### src/rtl/lu8_pkg.sv
`timescale 1ns / 1ps

package lu8_pkg;

  localparam logic [7:0]  QMARK     = 8'h3F;
  localparam int          QDEPTH    = 2;
  localparam int          CP_W      = 21;
  localparam int          MAX_RES   = 3;

  // results caused by one accepted byte
  typedef struct packed {
    logic                          last;
    logic [1:0]                    cnt;
    logic [MAX_RES-1:0][CP_W-1:0]  cp;
  } bundle_t;

  // trailers a lead byte calls for, 0 if it opens no sequence
  function automatic logic [1:0] lead_trailers(input logic [7:0] c);
    logic [1:0] t;
    t = 2'd0;
    if ((c & 8'hE0) == 8'hC0)      t = 2'd1;
    else if ((c & 8'hF0) == 8'hE0) t = 2'd2;
    else if ((c & 8'hF8) == 8'hF0) t = 2'd3;
    return t;
  endfunction

  function automatic logic [CP_W-1:0] seq_value(input logic [7:0] lead,
                                                input logic [7:0] b1,
                                                input logic [7:0] b2,
                                                input logic [7:0] b3,
                                                input logic [1:0] t);
    logic [CP_W-1:0] v;
    unique case (t)
      2'd1:    v = {10'd0, lead[4:0], b1[5:0]};
      2'd2:    v = {5'd0, lead[3:0], b1[5:0], b2[5:0]};
      default: v = {lead[2:0], b1[5:0], b2[5:0], b3[5:0]};
    endcase
    return v;
  endfunction

  // decode a run of n bytes (1..4) as a text that ends there
  function automatic bundle_t decode_run(input logic [3:0][7:0] b,
                                         input logic [2:0] n);
    bundle_t          r;
    logic [7:0][7:0]  pb;
    logic [2:0]       i;
    logic [7:0]       c;
    logic [1:0]       t;
    r  = '0;
    pb = {32'h0, b};
    i  = 3'd0;
    for (int s = 0; s < MAX_RES; s++) begin
      if (i < n) begin
        c = pb[i];
        t = lead_trailers(c);
        r.cnt = r.cnt + 2'd1;
        if (c[7] == 1'b0) begin
          r.cp[s] = {13'd0, c};
          i = i + 3'd1;
        end else if (t != 2'd0 && ({1'b0, i} + {2'b00, t}) < {1'b0, n}) begin
          r.cp[s] = seq_value(c, pb[3'(i + 3'd1)], pb[3'(i + 3'd2)],
                              pb[3'(i + 3'd3)], t);
          i = i + 3'd1 + {1'b0, t};
        end else begin
          r.cp[s] = {13'd0, QMARK};
          i = i + 3'd1;
        end
      end
    end
    return r;
  endfunction

endpackage

### src/rtl/lenient_utf8_decoder.sv
`timescale 1ns / 1ps
// lenient utf-8 decoder: bytes in, code points out
// input stream: in_tdata carries one text byte, in_tlast marks the last byte
// of a text; output stream: out_tdata carries a 21-bit code point, out_tlast
// marks the last code point of a text
// a lead byte opens a 2/3/4 byte sequence; trailers are taken unchecked,
// stray continuation bytes and F8-FF give '?', a text ending inside a
// sequence gives '?' for the lead and re-decodes the held trailers
// path: each code point is registered in the result queue and then in the
// output register before it shows on the output
// throughput: one byte per cycle while the queue has room; a byte that closes
// a truncated text can cause up to three code points, which leave at one per
// cycle from the back end while out_tready is high; meanwhile the two-entry
// queue can fill and in_tready drops until the back end frees an entry
// stall: when out_tready is low the output holds, the queue fills and
// in_tready drops once both entries are taken
// reset (rst_n low, synchronous): queue emptied, no sequence held, output
// invalid; no clearing pass is needed
module lenient_utf8_decoder (
  input  logic        clk,
  input  logic        rst_n,
  input  logic        in_tvalid,
  output logic        in_tready,
  input  logic [7:0]  in_tdata,   // [7:0] data_byte
  input  logic        in_tlast,   // end_of_text
  output logic        out_tvalid,
  input  logic        out_tready,
  output logic [23:0] out_tdata,  // [20:0] code_point, [23:21] zero
  output logic        out_tlast   // final_result
);

  logic                     accept;
  logic                     push;
  lu8_pkg::bundle_t         front_bundle;
  logic                     q_full;
  logic                     head_valid;
  lu8_pkg::bundle_t         head;
  logic                     pop;
  logic [lu8_pkg::CP_W-1:0] cp;

  // front takes a byte whenever the queue has room
  assign in_tready = !q_full;
  assign accept    = in_tvalid && in_tready;

  // front: holds the open sequence and builds the results of each byte
  lu8_front u_front (
    .clk         (clk),
    .rst_n       (rst_n),
    .accept      (accept),
    .data_byte   (in_tdata),
    .end_of_text (in_tlast),
    .push        (push),
    .bundle      (front_bundle)
  );

  // queue of result groups between front and back
  lu8_queue u_queue (
    .clk        (clk),
    .rst_n      (rst_n),
    .push       (push),
    .wr_bundle  (front_bundle),
    .full       (q_full),
    .head_valid (head_valid),
    .head       (head),
    .pop        (pop)
  );

  // back: sends the code points of a group one per cycle while out_tready is high
  lu8_back u_back (
    .clk        (clk),
    .rst_n      (rst_n),
    .head_valid (head_valid),
    .head       (head),
    .pop        (pop),
    .out_valid  (out_tvalid),
    .out_ready  (out_tready),
    .out_cp     (cp),
    .out_last   (out_tlast)
  );

  assign out_tdata = {3'b000, cp};

endmodule

### src/rtl/lu8_front.sv
`timescale 1ns / 1ps

module lu8_front (
  input  logic             clk,
  input  logic             rst_n,
  input  logic             accept,
  input  logic [7:0]       data_byte,
  input  logic             end_of_text,
  output logic             push,
  output lu8_pkg::bundle_t bundle
);

  logic [2:0][7:0] pend_r;
  logic [1:0]      pc_r, pc_nxt;
  logic [1:0]      need_r, need_nxt;
  logic            store;
  logic [3:0][7:0] run;
  logic [1:0]      tn;
  logic [1:0]      lt;

  always_comb begin
    run = '0;
    for (int j = 0; j < 3; j++) begin
      if (j < int'(pc_r)) run[j] = pend_r[j];
    end
    run[pc_r] = data_byte;
  end

  assign tn = (need_r == 2'd0) ? 2'd1 : need_r;
  assign lt = lu8_pkg::lead_trailers(data_byte);

  always_comb begin
    bundle   = '0;
    pc_nxt   = pc_r;
    need_nxt = need_r;
    store    = 1'b0;
    priority if (end_of_text) begin
      bundle      = lu8_pkg::decode_run(run, {1'b0, pc_r} + 3'd1);
      bundle.last = 1'b1;
      pc_nxt      = 2'd0;
      need_nxt    = 2'd0;
    end else if (pc_r == 2'd0) begin
      if (data_byte[7] == 1'b0) begin
        bundle.cnt   = 2'd1;
        bundle.cp[0] = {13'd0, data_byte};
      end else if (lt != 2'd0) begin
        store    = 1'b1;
        pc_nxt   = 2'd1;
        need_nxt = lt;
      end else begin
        bundle.cnt   = 2'd1;
        bundle.cp[0] = {13'd0, lu8_pkg::QMARK};
      end
    end else if (pc_r >= need_r) begin
      // sequence complete with this byte
      bundle.cnt   = 2'd1;
      bundle.cp[0] = lu8_pkg::seq_value(run[0], run[1], run[2], run[3], tn);
      pc_nxt       = 2'd0;
      need_nxt     = 2'd0;
    end else begin
      store  = 1'b1;
      pc_nxt = pc_r + 2'd1;
    end
  end

  assign push = accept && (bundle.cnt != 2'd0);

  always_ff @(posedge clk) begin
    if (!rst_n) begin
      pc_r   <= 2'd0;
      need_r <= 2'd0;
    end else if (accept) begin
      pc_r   <= pc_nxt;
      need_r <= need_nxt;
    end
  end

  always_ff @(posedge clk) begin
    if (accept && store) pend_r[pc_r] <= data_byte;
  end

endmodule

### src/rtl/lu8_queue.sv
`timescale 1ns / 1ps

module lu8_queue (
  input  logic             clk,
  input  logic             rst_n,
  input  logic             push,
  input  lu8_pkg::bundle_t wr_bundle,
  output logic             full,
  output logic             head_valid,
  output lu8_pkg::bundle_t head,
  input  logic             pop
);

  localparam int AW = $clog2(lu8_pkg::QDEPTH);

  lu8_pkg::bundle_t mem_r [lu8_pkg::QDEPTH];
  logic [AW-1:0]    wr_ptr_r, rd_ptr_r;
  logic [AW:0]      count_r, count_nxt;

  assign full       = (count_r == (AW+1)'(lu8_pkg::QDEPTH));
  assign head_valid = (count_r != '0);
  assign head       = mem_r[rd_ptr_r];

  always_comb begin
    count_nxt = count_r;
    if (push && !pop)      count_nxt = count_r + (AW+1)'(1);
    else if (pop && !push) count_nxt = count_r - (AW+1)'(1);
  end

  always_ff @(posedge clk) begin
    if (!rst_n) begin
      wr_ptr_r <= '0;
      rd_ptr_r <= '0;
      count_r  <= '0;
    end else begin
      if (push) wr_ptr_r <= wr_ptr_r + AW'(1);
      if (pop)  rd_ptr_r <= rd_ptr_r + AW'(1);
      count_r <= count_nxt;
    end
  end

  always_ff @(posedge clk) begin
    if (push) mem_r[wr_ptr_r] <= wr_bundle;
  end

endmodule

### src/rtl/lu8_back.sv
`timescale 1ns / 1ps

module lu8_back (
  input  logic                      clk,
  input  logic                      rst_n,
  input  logic                      head_valid,
  input  lu8_pkg::bundle_t          head,
  output logic                      pop,
  output logic                      out_valid,
  input  logic                      out_ready,
  output logic [lu8_pkg::CP_W-1:0]  out_cp,
  output logic                      out_last
);

  logic [1:0]               sub_r;
  logic                     valid_r;
  logic [lu8_pkg::CP_W-1:0] cp_r;
  logic                     last_r;
  logic                     load;
  logic                     at_end;

  assign load   = head_valid && (!valid_r || out_ready);
  assign at_end = (sub_r == head.cnt - 2'd1);
  assign pop    = load && at_end;

  always_ff @(posedge clk) begin
    if (!rst_n) begin
      sub_r   <= 2'd0;
      valid_r <= 1'b0;
    end else begin
      if (load) begin
        sub_r   <= at_end ? 2'd0 : sub_r + 2'd1;
        valid_r <= 1'b1;
      end else if (out_ready) begin
        valid_r <= 1'b0;
      end
    end
  end

  always_ff @(posedge clk) begin
    if (load) begin
      cp_r   <= head.cp[sub_r];
      last_r <= head.last && at_end;
    end
  end

  assign out_valid = valid_r;
  assign out_cp    = cp_r;
  assign out_last  = last_r;

endmodule

### config.mk
export PLATFORM = sky130hd
export DESIGN_NAME = lenient_utf8_decoder
export DESIGN_NICKNAME = d
export VERILOG_FILES = /design/src/rtl/lu8_pkg.sv /design/src/rtl/lenient_utf8_decoder.sv /design/src/rtl/lu8_front.sv /design/src/rtl/lu8_queue.sv /design/src/rtl/lu8_back.sv
export SDC_FILE = /design/constraint.sdc
export NUM_CORES = 1
export LEC_CHECK = 0
export BUFFER_PORTS_ARGS = -buffer_cell sky130_fd_sc_hd__buf_2
export CAP_MARGIN = 5
export CORE_UTILIZATION = 40
export CTS_BUF_LIST = sky130_fd_sc_hd__clkbuf_4 sky130_fd_sc_hd__clkbuf_8
export DETAILED_ROUTE_END_ITERATION = 8
export GPL_TIMING_DRIVEN = 0
export PLACE_DENSITY = 0.52
export SETUP_SLACK_MARGIN = 0.05
export SYNTH_ARGS = -nofsm -noshare
export SYNTH_HDL_FRONTEND = slang
export SYNTH_SLANG_ARGS = --single-unit
### constraint.sdc
create_clock -name clk -period 12.7 [get_ports clk]
set_input_delay 1.27 -clock clk [delete_from_list [all_inputs] [get_ports clk]]
set_output_delay 1.27 -clock clk [all_outputs]
set_load 0.03 [all_outputs]
# Word-level counts from Yosys, hierarchy flattened
# Memories as Yosys holds them, arrays and structs flattened. A register that Yosys moved wholly into a read port is not among the register bits.
# Cells that the tools add are included.
# classes
addsub	20
order_cmp	21
reduce_logical	30
mux	105
n_eq_ne	24
# op_table
operator	count
2-to-1 mux 21 bit	13
binary-select mux 8 bit (select 3 bit)	8
one-hot mux 21 bit (2 select lines)	4
2-to-1 mux 2 bit	38
2-to-1 mux 8 bit	6
binary-select mux 21 bit (select 2 bit)	1
2-to-1 mux 42 bit	1
2-to-1 mux 6 bit	7
bitwise mux 32 bit	1
< comparator 3 x 4 -> 1 bit (second input constant)	8
bitwise mux 24 bit	1
2-to-1 mux 3 bit	8
2-to-1 mux 23 bit	1
== test 5 bit (second input constant)	4
demux 8 bit (select 2 bit)	1
== test 4 bit (second input constant)	4
nonzero test 2 bit	8
2-to-1 mux 1 bit	15
adder 3 x 2 -> 3 bit (second input constant)	4
== test 3 bit (second input constant)	4
logical AND 1 bit	12
adder 2 x 1 -> 2 bit (second input constant)	5
== test 2 bit (second input constant)	5
adder 3 x 2 -> 4 bit	2
other kinds (24)	39
# word_totals
inputBits	13
ram_bits	132
elab_cells	213
output_inout_bits	27
memories	1
ff_bits	57
# mem_list
name	words	word_bits	read_ports	rd_ports_with_merged_regs	write_ports	line	text
u_queue.mem_r	2	66	1	1	1	lu8_queue.sv:16	lu8_pkg::bundle_t mem_r [lu8_pkg::QDEPTH];

# Longest topological paths before layout
# depth
ltp_word	53
ltp_mapped	48
depth_no_buf	42

# By module
# A second synthesis with hierarchy kept.
# hier_totals
hier_cells	1114
area_unflattened_um2	11838.9
# by_module_without_submodules
module	cells_each	instances	area_per_inst_um2	seq_area_each_um2
lu8_front	764	1	5511.5	800.8
lu8_queue	227	1	4994.8	4063.9
lu8_back	117	1	1296.2	720.7
lenient_utf8_decoder	6	1	36.3	0.0

# Worst setup path after synthesis
# OpenSTA, ideal clock, no wires.
# synth_path
path_kind	input to register
from	input port in_tdata[6]
to	memory u_queue.mem_r[0][0] (netlist name), enable pin
cell_stages	30
setup_slack_ns	1.770
t_arrival_ns	10.431
setup_time_ns	0.498
n_path_buf	4
required_ns	12.202
cell_sequence	clkbuf_1 mux2_2 nand2_1 nor2_1 ha_1 o21bai_1 nand3_2 o21ai_2 inv_2 clkbuf_1 clkbuf_1 a2111oi_0 a21oi_1 or3_1 fa_1 xnor2_1 ha_1 a211oi_1 o21ai_0 nor3_1 nand2_1 o221ai_1 a221oi_4 inv_2 clkbuf_1 ha_1 o21ai_0 and4_1 or3_1 nor2b_1
# synth_via
elab_chain_len	35
word_cells_on_any_way	58
classes_between	add/sub (5); order compare (4); eq/ne (9); mux (33); reduce/logical (7)
# synth_lines
element	line	text
start: declaration	lenient_utf8_decoder.sv:24	input logic [7:0] in_tdata,
bitwise mux 32 bit	lu8_front.sv:26	run[pc_r] = data_byte;
== test 5 bit	lu8_pkg.sv:23	else if ((c & 8'hF8) == 8'hF0) t = 2'd3;
2-to-1 mux 2 bit	lu8_pkg.sv:23	
2-to-1 mux 2 bit	lu8_pkg.sv:22	else if ((c & 8'hF0) == 8'hE0) t = 2'd2;
2-to-1 mux 2 bit	lu8_pkg.sv:21	if ((c & 8'hE0) == 8'hC0) t = 2'd1;
2-to-1 mux 2 bit	lu8_pkg.sv:53	if (i < n) begin
2-to-1 mux 2 bit	lu8_front.sv:37	priority if (end_of_text) begin
< comparator 2 x 3 -> 1 bit / nonzero test 2 bit (equally long branches)	lu8_pkg.sv:60	end else if (t != 2'd0 && ({1'b0, i} + {2'b00, t}) < {1'b0, n}) begin
[20 not listed]	-	
< comparator 3 bit	lu8_pkg.sv:53	
2-to-1 mux 23 bit	lu8_pkg.sv:53	
2-to-1 mux 2 bit (*)	lu8_front.sv:37	
nonzero test 2 bit (*)	lu8_front.sv:66	assign push = accept && (bundle.cnt != 2'd0);
logical AND 1 bit (*)	lu8_front.sv:66	
via push	lenient_utf8_decoder.sv:33	logic push;
2-to-1 mux 1 bit (*)	lu8_queue.sv:43	if (push) mem_r[wr_ptr_r] <= wr_bundle;
2-to-1 mux 1 bit (implied by the code) (*)	lu8_queue.sv:43	
end: declaration	lu8_queue.sv:16	
# Mark *: on every way through the listed nets, which the timed path passes. The rest lies on a longest branch. The select of a mux whose other input is x is not followed.

==> metrics.md <==
| Metric | Value |
|---|---|
| Vias per cell | 6.22 |
| DRC viols | 0 |
| Post-route ant nets | 0 |
| Synth Area per Inst | 10.3 µm² |
| Fmax | 84.2 MHz |
| Io pins | 40 |
| Tightest Pin Transition | 1.53 ns |
| Nets | 1280 |
| Post-CTS setup buffers | 0 |
| Drt first pass iters | 6 |
| CTS root buf | clkbuf_8 |
| Design Area, Final | 13300 µm² |
| GRT Total Usage | 27.9% |
| Sequential share of the synthesized area | 46.3% |
| Starting Density | 40.7% |
| Vias in the first global route | 9669 |
| PD cells | 173 nW/µm² |
| Top cell type by total area after synthesis | edfxtp_1 |
| CP Class | flop to flop |
| Hold-critical path depth | 2 |
| Input/output buffers | 36 |
| Max stage delay cell, worst path | a311oi_1 |
| Static Leak | 4.49 nW |
| Initial antenna violation count | 0 |
| Arr. time, crit path | 12.15 ns |
| DP Cell Count | 1606 |
| Final Max Tran Viols | 8 |
| Htree depth | 4 |
| Hold endpoint | u_queue.rd_ptr_r |
| RSZ-0062 raised after global routing | no |
| Status | finished with violations |
| Placer Congestion | 1.02 |
| CTS max path bufs | 2 |
| Die H | 176 µm |
| Gate Count Post-Synth | 1173 |
| Slew HR | -1.68% |
| Hold_buf cts | 0 |
| CTS sink count | 190 |
| Synthesis-to-layout area growth | 10.2% |
| Cell mode on critical path | ha_1 |
| Synth top cells by count | 178 x edfxtp_1, 121 x nor2_1, 110 x nand2_1 |
| Clock transition at path regs | 0.12 ns |
| Power, Total | 2.30 mW |
| Via count | 10200 |
| Total CTS buffers | 17 |
| Fillers | 2936 |
| CP peak stage delay | 0.74 ns |
| TritonCTS clock tree | built |
| Final Instance Count excl. Fillers | 1637 |
| Total grt overflow | 0 |
| Violated checks | slew limit |
| Most frequent cell after synthesis | edfxtp_1 |
| WL per Instance | 25.8 µm |
| Netlist cell types | 88 |
| Share of layout cells above drive strength 1 | 13.3% |
| RR Endpoint | u_queue.mem_r[0][52] |
| Setup Skew | 0.0313 ns |
| Synth Warn # | 0 |
| Die ar. | 30800 µm² |
| Number of flops mapped to enable cells by yosys | 178 |
| Worst endpoint required time | 12.97 ns |
| Total wire length | 42.3 mm |
| Worst Setup SP | u_front.pc_r[0] |
| R2r setup slk | 0.82 ns |
| Syn Std Cell Area | 12100 µm² |
| Area contributors post-synth | edfxtp_1 44%, mux4_2 4.7%, mux2i_1 3.8% |
| Dpl cell area | 12800 µm² |
| Cts repair resizes | 0 |
| Worst skew pair latency | 0.50 ns |
| Maximum number of pins on one net before global-route repair | 34 |
| Final Setup Violations | 0 |
| Crit end category | flop |
| Hpwl dp | 31.8 mm |
| First-pass GRT wire length | 62.8 mm |
| Main synth FF type | edfxtp_1 |
| Period utilization | 93.5% |
| CP Max Fanout | 11 |
| Post-synthesis async set-or-reset flop share | 0% |
| Fin crit period | 11.88 ns |
| Share of the synthesized area in the top cell type | 44.3% |
| Core ar. | 29600 µm² |
| Minimum hold slack | 0.532 ns |
| RR Startpoint | u_front.pc_r[0] |
| Rows | 63 |
| VDD IR max | 67.0 µV |
| R2R cell count | 45 |
| Hold path startpoint | u_queue.rd_ptr_r |
| Startpoint types | flop |
| Number of DRC markers in iteration 0 | 1034 |
| Final hold vios | 0 |
| Kind of path behind the tightest hold check | flop to flop |
| Seq cells post-synth | 190 |
| Die width | 176 µm |
| Antenna diodes | 0 |
| Max-capacitance violation count | 0 |
[worst max-delay path: cells and delay by family, from the launching register on]
family          cells  cell delay (ns)
compound gates     15             4.00
fa+ha+maj           8             2.33
simple gates       11             2.24
buf+inv             9             2.08
flops               1             0.53
mux                 1             0.29
xor+xnor            1             0.17
[cells by family after synthesis]
| kind of cell | synth area share (%) |
|---|---|
| xor+xnor | 0.872 |
| fa+ha+maj | 3.61 |
| flops | 46.3 |
| other cells | 0.0311 |
| compound gates | 22.2 |
| buf+inv | 4.75 |
| simple gates | 12.7 |
| mux | 9.55 |
[registers in the layout (all words and copies together) (netlist names), named ones only]
signal,cells
u_queue.mem_r,132
u_front.pend_r,24
u_back.out_cp,21
u_back.sub_r,2
u_front.need_r,2
u_front.pc_r,2
u_queue.count_r,2
u_back.out_last,1
u_back.out_valid,1
u_queue.rd_ptr_r,1
u_queue.wr_ptr_r,1
[area by class of cell]
class                           instances  area (µm²)  share of cell area [%]
Clock buffer                           17         234                    1.76
Sequential cell                       190        5590                    42.1
Multi-Input combinational cell        847        5920                    44.6
Timing Repair Buffer                   41         275                    2.07
Tap cell                              390         488                    3.67
Buffer                                 82         362                    2.72
Clock inverter                         15         208                    1.56
Inverter                               55         208                    1.56
[placed cells by master, fill, tap and decap left out, drive strengths merged, types with 8 or more instances in the layout]
cell type  Yosys  final
o22ai         55     55
buf           27     68
mux2i         47     47
mux2           9      9
nor2b         11     11
clkbuf        56     72
nand3         16     16
o211ai        18     18
a32oi          8      8
mux4          25     25
a211oi        18     18
nand2b         9      9
edfxtp       178    178
nor3          21     21
and3          20     20
o21ai         75     75
xnor2          9      9
a31oi         20     20
o21a           8      8
clkinv         3     10
a22oi         36     36
dfxtp         12     12
a221oi        15     15
nor2         121    121
ha            30     30
a21oi         61     61
inv           52     59
nand2        110    110
[power breakdown]
| group | internal (mW) | switching [mW] |
|---|---|---|
| clock network | 0.173 | 0.266 |
| registers | 0.858 | 0.0313 |
| logic | 0.330 | 0.644 |
| total | 1.36 | 0.941 |
[metrics by stage]
step	util, %	worst slack (ns)	setup TNS [ns]
2_1_floorplan	-	1.77	0
3_3_place_gp	43.0	-2.14	-140.13
3_5_place_dp	43.3	0.599	0
4_1_cts	44.8	0.524	0
5_1_grt	44.8	0.132	0
6_report	44.8	0.824	0
[how the worst max path moves through the flow]
stage / to / slack [ns] / cells past startpoint
after floorplan: u_queue.mem_r[0][0] / 1.77 / 30
after global placement: u_queue.mem_r[0][38] / -2.14 / 36
after detailed placement: u_queue.mem_r[0][61] / 0.60 / 47
after CTS: u_queue.mem_r[1][61] / 0.52 / 47
after global routing: u_queue.mem_r[1][51] / 0.13 / 45
final: u_queue.mem_r[0][52] / 0.82 / 45
[metal layers]
layer	GRT usage, %	vias to the layer above	wire, µm
li1	-	4629	-
met1	38.7	5040	18700
met2	44.3	421	19400
met3	4.37	87	2750
met4	9.67	0	1430
met5	0	-	0
(Power assumes the default switching activity.)
